**src/rtl/sbf_pkg.sv**
```systemverilog
// Shared types, constants and register codes of the SBUS frame decoder.
package sbf_pkg;

    // Frame layout: header, 22 channel bytes, one flag byte, footer.
    localparam int PAYLOAD_BYTES   = 24;
    localparam int STORE_DEPTH     = PAYLOAD_BYTES - 1;
    localparam int FLAG_INDEX      = STORE_DEPTH - 1;
    localparam int NUM_CHANNELS    = 16;
    localparam int CHAN_W          = 11;
    localparam int CHAN_BITS       = NUM_CHANNELS * CHAN_W;
    localparam int POS_W           = 5;
    localparam int STORE_IDX_W     = $clog2(STORE_DEPTH);
    localparam int CHAN_IDX_W      = $clog2(NUM_CHANNELS);
    localparam int QUEUE_DEPTH_DEF = 2;

    // Configuration port.
    localparam int CFG_IDX_W  = 3;
    localparam int CFG_DATA_W = 16;

    localparam logic [CFG_IDX_W-1:0] REG_HEADER      = 3'd0;
    localparam logic [CFG_IDX_W-1:0] REG_FOOTER      = 3'd1;
    localparam logic [CFG_IDX_W-1:0] REG_ALT_NIBBLE  = 3'd2;
    localparam logic [CFG_IDX_W-1:0] REG_LOST_MASK   = 3'd3;
    localparam logic [CFG_IDX_W-1:0] REG_FS_MASK     = 3'd4;
    localparam logic [CFG_IDX_W-1:0] REG_IDLE_TMO    = 3'd5;

    // Register reset values.
    localparam logic [7:0]  RST_HEADER     = 8'h0F;
    localparam logic [7:0]  RST_FOOTER     = 8'h00;
    localparam logic [3:0]  RST_ALT_NIBBLE = 4'h4;
    localparam logic [7:0]  RST_LOST_MASK  = 8'h04;
    localparam logic [7:0]  RST_FS_MASK    = 8'h08;
    localparam logic [15:0] RST_IDLE_TMO   = 16'd7000;

    typedef struct packed {
        logic [7:0]  header_value;
        logic [7:0]  footer_value;
        logic [3:0]  alt_footer_nibble;
        logic [7:0]  lost_frame_mask;
        logic [7:0]  failsafe_mask;
        logic [15:0] idle_timeout;
    } cfg_t;

    typedef struct packed {
        logic       kind;
        logic [7:0] rx_byte;
    } in_item_t;

    typedef struct packed {
        logic [3:0]  channel_index;
        logic [10:0] channel_value;
        logic        failsafe;
        logic        lost_frame;
        logic [15:0] lost_count;
        logic        last;
    } out_item_t;

    // One good frame as it travels from the front end to the channel emitter.
    typedef struct packed {
        logic [CHAN_BITS-1:0] chan_bits;
        logic                 failsafe;
        logic                 lost_frame;
        logic [15:0]          lost_count;
    } frame_t;

endpackage

```
**src/rtl/sbf_front.sv**
```systemverilog
// Front end: idle timing, header hunt, payload capture and footer check.
module sbf_front (
    input  logic             clk,
    input  logic             rst_n,
    input  sbf_pkg::cfg_t    cfg,
    input  logic             in_valid,
    output logic             in_ready,
    input  sbf_pkg::in_item_t in_data,
    input  logic             q_full,
    output logic             q_push,
    output sbf_pkg::frame_t  q_frame
);
    import sbf_pkg::*;

    logic [POS_W-1:0]  pos_reg, pos_next, pos_eff;
    logic [15:0]       idle_reg, idle_next;
    logic [15:0]       lost_cnt_reg, lost_cnt_next, lost_cnt_inc;
    logic [7:0]        store_reg [STORE_DEPTH];
    logic              store_we;
    logic [POS_W-1:0]  store_idx;
    logic              accept;
    logic              footer_ok;
    logic              lost_hit;

    // The only reason to stall is a full frame queue.
    assign in_ready = !q_full;
    assign accept   = in_valid && in_ready;

    assign pos_eff   = (idle_reg > cfg.idle_timeout) ? '0 : pos_reg;
    assign store_idx = pos_eff - POS_W'(1);
    assign footer_ok = (in_data.rx_byte == cfg.footer_value)
                    || (in_data.rx_byte[3:0] == cfg.alt_footer_nibble);
    assign lost_hit  = |(store_reg[FLAG_INDEX] & cfg.lost_frame_mask);
    assign lost_cnt_inc = lost_cnt_reg + 16'(lost_hit);

    always_comb
    begin
        for (int i = 0; i < NUM_CHANNELS * CHAN_W / 8; i++)
        begin
            q_frame.chan_bits[8*i +: 8] = store_reg[i];
        end
        q_frame.failsafe   = |(store_reg[FLAG_INDEX] & cfg.failsafe_mask);
        q_frame.lost_frame = lost_hit;
        q_frame.lost_count = lost_cnt_inc;
    end

    always_comb
    begin
        pos_next      = pos_reg;
        idle_next     = idle_reg;
        lost_cnt_next = lost_cnt_reg;
        store_we      = 1'b0;
        q_push        = 1'b0;
        if (accept)
        begin
            if (in_data.kind)
            begin
                if (idle_reg != 16'hFFFF)
                begin
                    idle_next = idle_reg + 16'd1;
                end
            end
            else
            begin
                idle_next = '0;
                priority if (pos_eff == '0)
                begin
                    pos_next = (in_data.rx_byte == cfg.header_value) ? POS_W'(1) : '0;
                end
                else if (pos_eff < POS_W'(PAYLOAD_BYTES))
                begin
                    store_we = 1'b1;
                    pos_next = pos_eff + POS_W'(1);
                end
                else
                begin
                    pos_next = '0;
                    if (footer_ok)
                    begin
                        q_push        = 1'b1;
                        lost_cnt_next = lost_cnt_inc;
                    end
                end
            end
        end
    end

    always_ff @(posedge clk or negedge rst_n)
    begin
        if (!rst_n)
        begin
            pos_reg      <= '0;
            idle_reg     <= '0;
            lost_cnt_reg <= '0;
        end
        else
        begin
            pos_reg      <= pos_next;
            idle_reg     <= idle_next;
            lost_cnt_reg <= lost_cnt_next;
        end
    end

    // Payload bytes need no reset; a frame is only released once all are written.
    always_ff @(posedge clk)
    begin
        if (store_we)
        begin
            store_reg[store_idx[STORE_IDX_W-1:0]] <= in_data.rx_byte;
        end
    end

endmodule

```
**src/rtl/sbf_queue.sv**
```systemverilog
// Short frame queue between the front end and the channel emitter.
module sbf_queue #(
    parameter int DEPTH = sbf_pkg::QUEUE_DEPTH_DEF
) (
    input  logic            clk,
    input  logic            rst_n,
    input  logic            push,
    input  sbf_pkg::frame_t push_data,
    output logic            full,
    input  logic            pop,
    output sbf_pkg::frame_t pop_data,
    output logic            empty
);
    import sbf_pkg::*;

    localparam int PTR_W = (DEPTH > 1) ? $clog2(DEPTH) : 1;
    localparam int CNT_W = $clog2(DEPTH + 1);

    frame_t             mem_reg [DEPTH];
    logic [PTR_W-1:0]   wr_ptr_reg, wr_ptr_next;
    logic [PTR_W-1:0]   rd_ptr_reg, rd_ptr_next;
    logic [CNT_W-1:0]   cnt_reg, cnt_next;
    logic               do_push, do_pop;

    assign full     = (cnt_reg == CNT_W'(DEPTH));
    assign empty    = (cnt_reg == '0);
    assign do_push  = push && !full;
    assign do_pop   = pop && !empty;
    assign pop_data = mem_reg[rd_ptr_reg];

    always_comb
    begin
        wr_ptr_next = wr_ptr_reg;
        rd_ptr_next = rd_ptr_reg;
        cnt_next    = cnt_reg;
        if (do_push)
        begin
            wr_ptr_next = (wr_ptr_reg == PTR_W'(DEPTH - 1)) ? '0 : wr_ptr_reg + PTR_W'(1);
        end
        if (do_pop)
        begin
            rd_ptr_next = (rd_ptr_reg == PTR_W'(DEPTH - 1)) ? '0 : rd_ptr_reg + PTR_W'(1);
        end
        if (do_push && !do_pop)
        begin
            cnt_next = cnt_reg + CNT_W'(1);
        end
        else if (do_pop && !do_push)
        begin
            cnt_next = cnt_reg - CNT_W'(1);
        end
    end

    always_ff @(posedge clk or negedge rst_n)
    begin
        if (!rst_n)
        begin
            wr_ptr_reg <= '0;
            rd_ptr_reg <= '0;
            cnt_reg    <= '0;
        end
        else
        begin
            wr_ptr_reg <= wr_ptr_next;
            rd_ptr_reg <= rd_ptr_next;
            cnt_reg    <= cnt_next;
        end
    end

    always_ff @(posedge clk)
    begin
        if (do_push)
        begin
            mem_reg[wr_ptr_reg] <= push_data;
        end
    end

endmodule

```
**src/rtl/sbf_back.sv**
```systemverilog
// Channel emitter: unpacks one queued frame into sixteen channel results.
module sbf_back (
    input  logic              clk,
    input  logic              rst_n,
    input  logic              q_empty,
    input  sbf_pkg::frame_t   q_frame,
    output logic              q_pop,
    output logic              out_valid,
    input  logic              out_ready,
    output sbf_pkg::out_item_t out_data
);
    import sbf_pkg::*;

    logic                   busy_reg, busy_next;
    logic [CHAN_BITS-1:0]   bits_reg, bits_next;
    logic [CHAN_IDX_W-1:0]  idx_reg, idx_next;
    logic                   fs_reg, fs_next;
    logic                   lost_reg, lost_next;
    logic [15:0]            cnt_reg, cnt_next;
    logic                   ov_reg, ov_next;
    out_item_t              od_reg, od_next;
    logic                   load_out;
    logic                   at_last;

    assign load_out  = !ov_reg || out_ready;
    assign at_last   = (idx_reg == CHAN_IDX_W'(NUM_CHANNELS - 1));
    assign q_pop     = !q_empty && (!busy_reg || (load_out && at_last));
    assign out_valid = ov_reg;
    assign out_data  = od_reg;

    always_comb
    begin
        busy_next = busy_reg;
        bits_next = bits_reg;
        idx_next  = idx_reg;
        fs_next   = fs_reg;
        lost_next = lost_reg;
        cnt_next  = cnt_reg;
        ov_next   = ov_reg;
        od_next   = od_reg;
        if (load_out)
        begin
            ov_next = busy_reg;
            if (busy_reg)
            begin
                od_next.channel_index = idx_reg;
                od_next.channel_value = bits_reg[CHAN_W-1:0];
                od_next.failsafe      = fs_reg;
                od_next.lost_frame    = lost_reg;
                od_next.lost_count    = cnt_reg;
                od_next.last          = at_last;
                bits_next = bits_reg >> CHAN_W;
                idx_next  = idx_reg + CHAN_IDX_W'(1);
                if (at_last)
                begin
                    busy_next = 1'b0;
                end
            end
        end
        // A new frame is taken as the previous one hands over its final channel.
        if (q_pop)
        begin
            busy_next = 1'b1;
            bits_next = q_frame.chan_bits;
            idx_next  = '0;
            fs_next   = q_frame.failsafe;
            lost_next = q_frame.lost_frame;
            cnt_next  = q_frame.lost_count;
        end
    end

    always_ff @(posedge clk or negedge rst_n)
    begin
        if (!rst_n)
        begin
            busy_reg <= 1'b0;
            ov_reg   <= 1'b0;
            idx_reg  <= '0;
        end
        else
        begin
            busy_reg <= busy_next;
            ov_reg   <= ov_next;
            idx_reg  <= idx_next;
        end
    end

    always_ff @(posedge clk)
    begin
        bits_reg <= bits_next;
        fs_reg   <= fs_next;
        lost_reg <= lost_next;
        cnt_reg  <= cnt_next;
        od_reg   <= od_next;
    end

endmodule

```
**src/rtl/sbus_frame_decoder.sv**
```systemverilog
// Top level of the SBUS frame decoder: register file, front end, queue and emitter.
//
// The input channel (in_valid, in_ready, in_data) carries one transaction per
// received byte or per one-microsecond tick. The decoder hunts for the header
// byte, captures 22 channel bytes and one flag byte, and checks the footer.
// A good frame produces sixteen transactions on the output channel (out_valid,
// out_ready, out_data), channel 0 through 15, the last one marked by "last".
// A bad footer produces nothing. Silence longer than idle_timeout ticks before
// a byte restarts the header hunt.
// The configuration channel (cfg_valid, cfg_ready, cfg_index, cfg_data) writes
// one register per transaction and is always ready; indexes beyond the register
// list are ignored. Write it only while the decoder is idle.
// Throughput: one input transaction per cycle while in_ready is high. The front
// end hands a finished frame to a frame queue (QUEUE_DEPTH, two by default), so
// it keeps taking bytes while the emitter drains the previous frame at one
// channel per cycle while out_ready is high. A frame passes through the queue
// and the emitter's output register. in_ready drops only while the queue is full,
// which takes a stalled receiver and more than QUEUE_DEPTH completed frames waiting.
// Reset clears the registers to their defaults, the hunt state, the idle timer,
// the lost-frame counter and all queued frames. The payload bytes are not reset.
module sbus_frame_decoder #(
    parameter int QUEUE_DEPTH = sbf_pkg::QUEUE_DEPTH_DEF
) (
    input  logic                                 clk,
    input  logic                                 rst_n,
    input  logic                                 in_valid,
    output logic                                 in_ready,
    input  sbf_pkg::in_item_t                    in_data,
    output logic                                 out_valid,
    input  logic                                 out_ready,
    output sbf_pkg::out_item_t                   out_data,
    input  logic                                 cfg_valid,
    output logic                                 cfg_ready,
    input  logic [sbf_pkg::CFG_IDX_W-1:0]        cfg_index,
    input  logic [sbf_pkg::CFG_DATA_W-1:0]       cfg_data
);
    import sbf_pkg::*;

    cfg_t   cfg_reg, cfg_next;
    logic   q_push, q_pop, q_full, q_empty;
    frame_t q_in, q_out;

    // The register file takes a write in every cycle.
    assign cfg_ready = 1'b1;

    always_comb
    begin
        cfg_next = cfg_reg;
        if (cfg_valid && cfg_ready)
        begin
            unique case (cfg_index)
                REG_HEADER:     cfg_next.header_value      = cfg_data[7:0];
                REG_FOOTER:     cfg_next.footer_value      = cfg_data[7:0];
                REG_ALT_NIBBLE: cfg_next.alt_footer_nibble = cfg_data[3:0];
                REG_LOST_MASK:  cfg_next.lost_frame_mask   = cfg_data[7:0];
                REG_FS_MASK:    cfg_next.failsafe_mask     = cfg_data[7:0];
                REG_IDLE_TMO:   cfg_next.idle_timeout      = cfg_data[15:0];
                default:        cfg_next = cfg_reg;
            endcase
        end
    end

    always_ff @(posedge clk or negedge rst_n)
    begin
        if (!rst_n)
        begin
            cfg_reg.header_value      <= RST_HEADER;
            cfg_reg.footer_value      <= RST_FOOTER;
            cfg_reg.alt_footer_nibble <= RST_ALT_NIBBLE;
            cfg_reg.lost_frame_mask   <= RST_LOST_MASK;
            cfg_reg.failsafe_mask     <= RST_FS_MASK;
            cfg_reg.idle_timeout      <= RST_IDLE_TMO;
        end
        else
        begin
            cfg_reg <= cfg_next;
        end
    end

    sbf_front u_front (
        .clk      (clk),
        .rst_n    (rst_n),
        .cfg      (cfg_reg),
        .in_valid (in_valid),
        .in_ready (in_ready),
        .in_data  (in_data),
        .q_full   (q_full),
        .q_push   (q_push),
        .q_frame  (q_in)
    );

    sbf_queue #(
        .DEPTH (QUEUE_DEPTH)
    ) u_queue (
        .clk       (clk),
        .rst_n     (rst_n),
        .push      (q_push),
        .push_data (q_in),
        .full      (q_full),
        .pop       (q_pop),
        .pop_data  (q_out),
        .empty     (q_empty)
    );

    sbf_back u_back (
        .clk       (clk),
        .rst_n     (rst_n),
        .q_empty   (q_empty),
        .q_frame   (q_out),
        .q_pop     (q_pop),
        .out_valid (out_valid),
        .out_ready (out_ready),
        .out_data  (out_data)
    );

    // A finished frame must never meet a full queue.
    assert property (@(posedge clk) disable iff (!rst_n) q_push |-> !q_full)
        else $error("frame pushed into a full queue");

    // Within a frame, channels come out in strict order.
    assert property (@(posedge clk) disable iff (!rst_n)
        (out_valid && out_ready && !out_data.last) |=>
        (!out_valid || out_data.channel_index ==
            CHAN_IDX_W'($past(out_data.channel_index) + CHAN_IDX_W'(1))))
        else $error("channel results out of order");

    // The last flag belongs to the final channel only.
    assert property (@(posedge clk) disable iff (!rst_n)
        out_valid |-> (out_data.last == (out_data.channel_index ==
            CHAN_IDX_W'(NUM_CHANNELS - 1))))
        else $error("last flag on the wrong channel");

endmodule
```
**config.mk**
```make
export PLATFORM = sky130hd
export DESIGN_NAME = sbus_frame_decoder
export DESIGN_NICKNAME = d
export VERILOG_FILES = /design/src/rtl/sbf_pkg.sv /design/src/rtl/sbf_front.sv /design/src/rtl/sbf_queue.sv /design/src/rtl/sbf_back.sv /design/src/rtl/sbus_frame_decoder.sv
export SDC_FILE = /design/constraint.sdc
export NUM_CORES = 1
export LEC_CHECK = 0
export BUFFER_PORTS_ARGS = -buffer_cell sky130_fd_sc_hd__buf_2
export CORE_MARGIN = 2
export CORE_UTILIZATION = 50
export DETAILED_ROUTE_END_ITERATION = 8
export GPL_ROUTABILITY_DRIVEN = 0
export MAX_ROUTING_LAYER = met4
export PLACE_DENSITY = 0.67
export SYNTH_ARGS = -nofsm -noshare
export SYNTH_HDL_FRONTEND = slang
export SYNTH_SLANG_ARGS = --single-unit
```
**constraint.sdc**
```tcl
create_clock -name clk -period 20.4 [get_ports clk]
set_clock_uncertainty 0.15 [all_clocks]
set_input_delay 2.04 -clock clk [delete_from_list [all_inputs] [get_ports clk]]
set_output_delay 2.04 -clock clk [all_outputs]
set_load 0.01 [all_outputs]
```
# After elaboration in Yosys (flattened, before gate mapping)
# Memory sizes are Yosys's and may differ from the RTL's.
# Index checks and enable logic that the tools add are counted.
# word_totals
input_bits	33
memories	2
ram_bits	572
ff_bits	327
word_cells	123
output_inout_bits	37
# memory_table
memory	words	width	rd	rd_ports_with_merged_regs	wr	line_no	source
u_queue.mem_reg	2	194	1	0	1	sbf_queue.sv:19	frame_t mem_reg [DEPTH];
u_front.store_reg	23	8	23	0	1	sbf_front.sv:18	logic [7:0] store_reg [STORE_DEPTH];
# op_classes
eq_ne	12
addsub	9
n_lt_le_gt_ge	2
n_mux	33
n_reduce_logical	35
bitwise_logic	5
# ops
cell	count
176-bit two-way mux	3
16-bit two-way mux	2
1-bit two-way mux	20
2-bit AND reduction	10
16-bit by 1-bit adder with 16-bit output	1
16-bit by 1-bit adder with 16-bit output (second input constant)	1
8-bit AND	2
8-bit == test	2
16-bit greater-than comparator	1
16-bit inequality test (second input constant)	1
8-bit OR reduction	2
5-bit two-way mux	3
4-bit two-way mux	3
1-bit logical AND	7
3-bit by 2-bit == test with 1-bit output (second input constant)	2
3-bit == test (second input constant)	2
1-bit zero test	6
2-bit nonzero test	3
5-bit by 1-bit adder with 5-bit output (second input constant)	1
5-bit zero test	1
5-bit less-than comparator (second input constant)	1
5-bit AND reduction	1
5-bit by 1-bit subtractor with 5-bit output (second input constant)	1
4-bit by 1-bit adder with 4-bit output (second input constant)	1
13 further kinds	19

# Longest topological paths before layout
# depth
ltp_word	12
depth_mapped	15
depth_no_buf	14

# Modules after synthesis
# Synthesis repeated with hierarchy kept, for this count alone.
# unflattened
hier_cells	1758
hier_area_um2	34943.5
# modules_own_cells
module	seq_area_each_um2	instances	cells_per_inst	area_each_um2
sbf_queue	11751.3	1	623	14818.0
sbf_back	6996.7	1	466	9331.4
sbf_front	6451.2	1	553	8767.2
sbus_frame_decoder	1318.8	1	116	2026.9

# Least setup slack after synthesis
# No wires, ideal clock.
# synth_path
path_kind	input port to flip-flop
start	input port out_ready
end	register u_back.idx_reg[3]
cell_stages	5
setup_slack_ns	8.287
required_time_ns	20.173
arrival_ns	11.886
setup_ns	0.077
n_path_buf	0
path_cell_list	nor2b_1 -> a21oi_1 -> nand4_1 -> xor2_1 -> nor2_1
# synth_via
elab_chain_len	6
elab_cells_between_ends	8
classes_between	mux: 1; reduce/logical: 7
# synth_lines
item	line_no	source
from (decl)	sbus_frame_decoder.sv:30	input logic out_ready,
1-bit logical OR *	sbf_back.sv:25	assign load_out = !ov_reg || out_ready;
1-bit logical AND	sbf_back.sv:27	assign q_pop = !q_empty && (!busy_reg || (load_out && at_last));
1-bit logical OR	sbf_back.sv:27	
1-bit logical AND	sbf_back.sv:27	
2-bit nonzero test (no line)	n/a	
2-bit AND reduction (no line)	n/a	
to (signal assigned)	sbf_back.sv:84	idx_reg <= idx_next;
to (decl)	sbf_back.sv:16	logic [CHAN_IDX_W-1:0] idx_reg, idx_next;
# Every way passes the cells marked *; elsewhere a longest branch is shown, timed or not.
# A chain may end at the register's enable or synchronous reset.

# Final worst setup path
# layout_path
start	input port in_data[2] (netlist bit)
end	memory u_queue.mem_reg[1][177] (netlist bit), enable pin
# layout_via
elab_chain_len	10
elab_cells_between_ends	11
classes_between	eq/ne: 2; mux: 7; reduce/logical: 2
# layout_lines
item	line_no	source
from (decl)	sbus_frame_decoder.sv:28	input sbf_pkg::in_item_t in_data,
8-bit == test / 4-bit == test (equally long branches)	sbf_front.sv:31, sbf_front.sv:32	
1-bit logical OR *	sbf_front.sv:32	|| (in_data.rx_byte[3:0] == cfg.alt_footer_nibble);
1-bit two-way mux *	sbf_front.sv:78	if (footer_ok)
1-bit two-way mux *	sbf_front.sv:70	else if (pos_eff < POS_W'(PAYLOAD_BYTES))
1-bit two-way mux *	sbf_front.sv:66	priority if (pos_eff == '0)
1-bit two-way mux *	sbf_front.sv:56	if (in_data.kind)
1-bit two-way mux *	sbf_front.sv:54	if (accept)
1-bit logical AND *	sbf_queue.sv:27	assign do_push = push && !full;
1-bit two-way mux *	sbf_queue.sv:72	if (do_push)
1-bit two-way mux (implied by the code) *	sbf_queue.sv:74	mem_reg[wr_ptr_reg] <= push_data;
to (decl)	sbf_queue.sv:19	
# Marks and branches as above.

==> summary.md <==
| Metric | Value |
|---|---|
| RSZ-0062 raised after global routing | `false` |
| Design Area, Final | `37800 µm²` |
| Critical path capture point type | `register` |
| Reg2Reg Depth | `14` |
| Cell Rows | `94` |
| Hold bufs inserted after CTS | `0` |
| Initial antenna violation count | `1` |
| Period utilization | `31.8%` |
| Max IR drop VDD | `0.0715 mV` |
| Initial core utilization | `50.7%` |
| Layout Nets | `2120` |
| DP HPWL | `between 30000 and 40000 µm` |
| Worst Path Arrival | `roughly 6600 ps` |
| DIE AREA | `68900 µm²` |
| Top FF cell, synth | `edfxtp_1` |
| Placed cell count | `2834` |
| Reg clk slew, reported paths | `60 ps` |
| Pwr per Cell Area | `around 120 nW/µm²` |
| First-pass GRT wire length | `between 90000 and 100000 µm` |
| Mapped cell area | `33400 µm²` |
| CTS tree | `built` |
| Mapped Cells | `roughly 2000` |
| Grt total ovfl | `0` |
| Most frequent cell after synthesis | `edfxtp_1` |
| Chip Height | `around 260 µm` |
| Critical path launch point | `in_data[2]` |
| Worst skew pair latency | `630 ps` |
| DR pass1 iterations | `5` |
| Placed inst area | `approximately 35000 µm²` |
| Static Leak | `13.7 nW` |
| Slew Viols, Final | `0` |
| Ports | `70` |
| WL per Instance | `slightly above 20 µm` |
| Max Fclk | `154 MHz` |
| Tot GR Track Use | `between 15 and 20%` |
| Tightest Pin Transition | `approximately 1300 ps` |
| Minimum clock period | `6480 ps` |
| Final Hold Viols | `0` |
| CP Max Fanout | `between 60 and 70` |
| WHS Path Cells | `0` |
| Post-CTS setup buffer count | `0` |
| Yosys warns | `0` |
| Status | `completed` |
| Hold Path Class | `reg2reg` |
| Share of the synthesized area in the top cell type | `a little under three quarters` |
| Post-synth EDFFs | `800` |
| Synth top cells by count | `edfxtp_1 (800), nand2_1 (205), mux2i_1 (178), o21ai_0 (175), dfrtp_1 (85)` |
| Inserted Clock Buffers | `88` |
| Max FFs per register | `approximately 390` |
| Finished Layout Cells | `between 2000 and 3000` |
| Cell variety after synth | `60` |
| IO buf count | `between 60 and 70` |
| Final wirelength | `61900 µm` |
| Vias per cell | `5.46` |
| Final ANT Viol Nets | `0` |
| CTS Sinks | `around 900` |
| H-tree depth | `3` |
| Area leader, netlist | `edfxtp_1` |
| CTS root buffer | `clkbuf_16` |
| Post-synth ARST share | `~11%` |
| CTS Buffer Depth | `3` |
| Worst Slack Setup Final | `13920 ps` |
| Setup TNS Final | `0 ps` |
| CP required | `~20000 ps` |
| Post-Syn Nets | `approximately 2000` |
| Slew headroom | `between 10% and 20%` |
| Crit start category | `primary input` |
| P&R area growth vs syn | `13.0%` |
| Avg Cell Area, Syn | `~17 µm²` |
| Synth area leaders | `edfxtp_1 (72%), dfrtp_1 (6.4%), mux2i_1 (5.3%), o21ai_0 (2.6%), mux2_2 (2.4%)` |
| Die width | `approximately 260 µm` |
| Setup CP Type | `in2reg` |
| #FFs+latches synth | `899` |
| Post-Place Worst Slack | `about 13000 ps` |
| HP Start | `u_back.cnt_reg[9]$_DFFE_PP_` |
| Seq/Total Area, Yosys | `between 70% and 80%` |
| Share of cells above drive strength 1 | `roughly 16%` |
| Vias in the first global route | `approximately 17000` |
| Via count | `16400` |
| Largest net degree at the start of global routing | `approximately 250` |
| Final setup violation count | `0` |
| Resized cells post-CTS | `0` |
| Max cap viols | `0` |
| First DRT Iteration DRCs | `1197` |
| Hold Worst Slack | `approximately 270 ps` |
| Residual DRC | `0` |
| Area of the core | `66000 µm²` |
| Reg-to-reg startpoint | `cfg_reg[9]$_DFFE_PN1P_` |
[logic make-up (layout without fill, tap and decap cells)]
logic type / after synthesis / in the layout / share of synthesized area [%]
XOR/XNOR: 67 / 67 / 1.76
AO/OA/AOI/OAI: 221 / 221 / 3.69
other: 1 / 2 / 0.0112
multiplexers: 250 / 250 / 7.76
AND/OR/NAND/NOR: 369 / 369 / 5.13
adder cells (fa/ha/maj): 27 / 27 / 1.01
flip-flops: 899 / 899 / 79.3
buffers and inverters: 110 / 297 / 1.32
[critical path: stages]
cell and delay [ps]:
buf_2 600, xor2_1 130, nor4_1 320, a21oi_1 240, nor2_1 620, nand3_1 360, nor2_4 530, buf_4 760
buf_4 870
[final cells by class]
class	instances	area (µm²)
diodes	1	2.50
clock buffers	115	2330
flip-flops and latches	899	26500
clock inverters	46	534
repair buffers	103	643
inverters	33	124
multi-input cells	935	6540
fillers	4973	28200
well taps	864	1080
[where the power goes]
group	total [mW]	switching (mW)	internal [mW]	leakage, nW
Clock	1.60	0.667	0.928	1.38
Combinational	0.572	0.347	0.224	3.61
Sequential	2.30	0.0966	2.20	8.66
[cells in the final DEF, fill, tap and decap left out, types with 12 or more instances in the layout]
cell type  count
edfxtp_1     800
nand2_1      205
mux2i_1      178
o21ai_0      175
clkbuf_16     89
dfrtp_1       84
mux2_2        72
buf_2         67
nor2_1        39
xor2_1        38
buf_4         33
inv_1         31
xnor2_1       29
ha_1          27
clkbuf_1      25
nand4_1       21
nor3_1        20
nand3_1       18
dfstp_2       14
clkinv_2      13
and3_1        12
[per-layer routing]
metal  GRT usage [%]  up-vias  part of all wire, %
met1            24.6     8346                   44
met4            4.99        0                  1.8
met3            2.74       91                  4.4
met2            30.5      336                   50
li1                -     7579                    -
met5               -        -                    0
[metrics by stage]
step | power [mW] | utilization [%]
detailed placement | 2.91 | 52.9
global route | 4.65 | 57.2
finish | 4.46 | 57.3
CTS | 4.51 | 57.2
global placement | 2.89 | 52.9
floorplan | 2.73 | -
[path summary, 6_finish.rpt]
kind | slack, ps | end
setup / recovery | 13920 | u_queue.mem_reg[1][177]$_DFFE_PP_
hold / removal | 270 | u_back.out_data[10]$_DFFE_PP_
setup reg to reg | 15170 | u_front.store_reg[16][4]$_DFFE_PP_
hold reg to reg | 270 | u_back.out_data[10]$_DFFE_PP_
max in group asynchronous | 17610 | u_queue.rd_ptr_reg$_DFFE_PN0P_
min in group asynchronous | 1260 | cfg_reg[48]$_DFFE_PN0P_
Note: power is estimated with default switching activity, not from simulation.
